--- config.mk ---
export PLATFORM = sky130hd
export DESIGN_NAME = swm_cell
export DESIGN_NICKNAME = d
export VERILOG_FILES = /design/src/rtl/swm_pkg.sv /design/src/rtl/swm_cell.sv
export SDC_FILE = /design/constraint.sdc
export NUM_CORES = 1
export LEC_CHECK = 0
export BUFFER_PORTS_ARGS = -buffer_cell sky130_fd_sc_hd__buf_2
export CAP_MARGIN = 20
export CELL_PAD_IN_SITES_DETAIL_PLACEMENT = 1
export CELL_PAD_IN_SITES_GLOBAL_PLACEMENT = 2
export CORE_MARGIN = 4
export CORE_UTILIZATION = 30
export CTS_BUF_LIST = sky130_fd_sc_hd__clkbuf_4 sky130_fd_sc_hd__clkbuf_8 sky130_fd_sc_hd__clkbuf_16
export DETAILED_ROUTE_END_ITERATION = 12
export GPL_ROUTABILITY_DRIVEN = 1
export PLACE_DENSITY = 0.82
export SYNTH_ARGS = -nofsm -noshare
export SYNTH_HDL_FRONTEND = slang
export SYNTH_SLANG_ARGS = --single-unit
--- constraint.sdc ---
create_clock -name clk_i -period 3 [get_ports clk_i]
set_input_delay 0.6 -clock clk_i [delete_from_list [all_inputs] [get_ports clk_i]]
set_output_delay 0.6 -clock clk_i [all_outputs]
set_load 0.01 [all_outputs]
--- src/rtl/swm_pkg.sv ---
// sliding window maximum: shared constants and helpers
// no dependencies; imported by the cell and the top level
package swm_pkg;

  // configuration register width and its value after reset
  localparam int unsigned CfgWidth = 7;
  localparam logic [CfgWidth-1:0] WinSizeRst = 7'd3;

  // larger of two signed samples
  function automatic logic signed [63:0] smax64(logic signed [63:0] a, logic signed [63:0] b);
    return (a >= b) ? a : b;
  endfunction

endpackage

--- src/rtl/swm_cell.sv ---
// sliding window maximum: one cell of the running-maximum row
// depends on swm_pkg; instantiated by sliding_window_maximum
module swm_cell import swm_pkg::*; #(
  parameter int unsigned SampleWidth = 32
) (
  input  logic                          clk_i,
  input  logic                          en_i,
  input  logic signed [SampleWidth-1:0] sample_i,
  input  logic signed [SampleWidth-1:0] prev_i,
  output logic signed [SampleWidth-1:0] max_o
);

  logic signed [SampleWidth-1:0] max_d, max_q;

  // max of the new sample and the neighbor's span one sample shorter
  always_comb begin
    max_d = SampleWidth'(smax64(64'(sample_i), 64'(prev_i)));
  end

  // payload register, no reset needed
  always_ff @(posedge clk_i) begin
    if (en_i) begin
      max_q <= max_d;
    end
  end

  assign max_o = max_q;

endmodule

==> impl_metrics.toml <==
[status]
outcome = "completed"

[synth]
synthTopCellsByArea = "edfxtp_1, mux2_4, ha_1"
ys_async_sr_fraction = 0
avgSynthCellArea_um2 = 12.7
post-synth-top-area-cell = "edfxtp_1"
synth-edff-count = 32
synth.most_common_cell = "inv_1"
synth_top_area_share = 0.412
yosys_most_used_dff = "edfxtp_1"
ys_seq_area_frac = 0.412
syn_area_um2 = 2330
synth_common_cells = "inv_1, edfxtp_1, ha_1"
ys_seq_elements = 32
yosys_warnings = 0
synth_fp_nets = 282
synthCells = 184
synth_cell_types = 27

[critical_path]
end_kind = "register"
crit_chain = "buf_2, inv_1, ha_1, nand4_2, nor4_2, a221o_1, nor3_1, and3b_2, buf_12, mux2_1"
cp_max_fo = 22
start_kind = "primary input"
required_ps = 3020
critPathKind = "primary input to register"
arrival_ps = 2710
crit_slowest_cell = "nor4_2"
slowest_delay_ps = 350

[die]
core_area_um2 = 7410
rows = 31
initial_utilization = 0.314
pin_count = 98
fp.dieH_um = 96.1
die-area_um2 = 9240
die_w_um = 96.1

[drt]
viasPerCell = 4.51
ant_nets = 0
routed-via-count = 1739
routed_wirelength_mm = 5.49
post_drt_wl_per_cell_um = 14.2
drtIter0Drc = 23
firstDrtPassIters = 4
drcViolationCount = 0

[power]
p_leak_uw = 0.00152
max-vdd-ir-drop_uv = 162
powerDensity_nw_per_um2 = 429

[clocking]
clock_sinks = 32
htreeDepth = 2
numCtsBuffers = 5
hold_buffers = 0
postCtsSetupBuffers = 0
clk_pin_slew_ps = 70
post_cts_resized = 0
cts_tree = "yes"
clockBufferDepth = 2
clock-root-buffer = "clkbuf_8"

[hold_path]
hold_path.class = "primary input to register"

[place]
hpwl_mm = 4.61
dp.cells = 378
gp_congestion = 0.652
io_buffers = 97

[finish]
final_layout_size_suffix_gt1_frac = 0.488
largest_reg_flops = 32
multiInputGateArea_um2 = 1170
syn2layout_area_growth_pct = 28.4
n_fill_cell = 853
finalNonFillerCells = 386
register_area_um2 = 961
nets = 384
diodes = 0

[timing]
whs_ps = 619
rsz0062_at_grt = "false"
tightest_slew_ps = 802
slew_headroom = 0.465
finalSetupViolCount = 0
final.min_clock_period_ps = 2690
setup_tns_ps = 0
period_share = 0.897
timing.fmax_mhz = 372
drv_slew = 0
finalHoldViolCount = 0

[grt]
grt_overflow_total = 0
grt_max_degree = 33
grt_antenna_before_repair = 0
grt_pass1_vias = 1775
grt_use_total = 0.118
grt_pass1_wl_mm = 8.29

[job]
maxCapViolations = 0
-- per-stage QoR --
| step | cell area (um2) | power [uW] | utilization | setup WS (ps) |
|---|---|---|---|---|
| finish | 2990 | 1280 | 0.404 | 310 |
| global route | 2990 | 1370 | 0.404 | 165 |
| CTS | 2990 | 1320 | 0.404 | 273 |
| detailed placement | 2910 | 981 | 0.393 | -14.2 |
| global placement | 2910 | 970 | 0.393 | 3.14 |
| floorplan | 2330 | 840 | - | 383 |
-- cell type report --
cell class              count  area share
flip-flops and latches     32       0.321
clock buffers               5      0.0230
repair buffers             99       0.176
clock inverters             3     0.00460
well taps                  99      0.0414
multi-input cells         115       0.393
inverters                  33      0.0414
-- per-layer routing --
metal | global-route usage | share of wire | vias to the layer above
met4 | 0.0403 | 0.010 | 0
met5 | 0 | 0 | -
met1 | 0.133 | 0.40 | 818
li1 | - | - | 867
met3 | 0.0242 | 0.056 | 5
met2 | 0.219 | 0.54 | 49
-- worst paths after layout --
check,start,endpoint,slack (ps),cells past startpoint
worst max-delay path,prev_i[31],max_o[31],310,10
worst min-delay path,sample_i[0],max_o[0],620,2
-- power breakdown --
group	switching [uW]	internal, uW
sequential	12.7	558
clock	166	158
combinational	180	210
total	359	926
-- cell families after synthesis --
group,Yosys count,share of synthesized area
AND/OR/NAND/NOR,26,0.0607
AO/OA/AOI/OAI,25,0.0682
buffers and inverters,37,0.0838
multiplexers,32,0.203
flip-flops,32,0.412
adder cells (fa/ha/maj),32,0.172
-- layout by cell type (no fill, tap or decap), types with 3 or more instances in the layout --
master and count:
nand2_1 8, mux2_4 30, ha_1 32, buf_2 97, edfxtp_1 32, inv_1 33
nor2_1 4, a21oi_1 11, clkbuf_8 5, nand3_1 3, nand4_1 3
-- worst max-delay path: cells and delay by family --
kind | cells | cell delay [ps]
and+or+nand+nor | 4 | 860
muxes | 1 | 340
adders and majority gates | 1 | 340
AOI/OAI and AO/OA | 1 | 230
buffers and inverters | 3 | 340
Note: power is estimated with default switching activity, not from simulation.
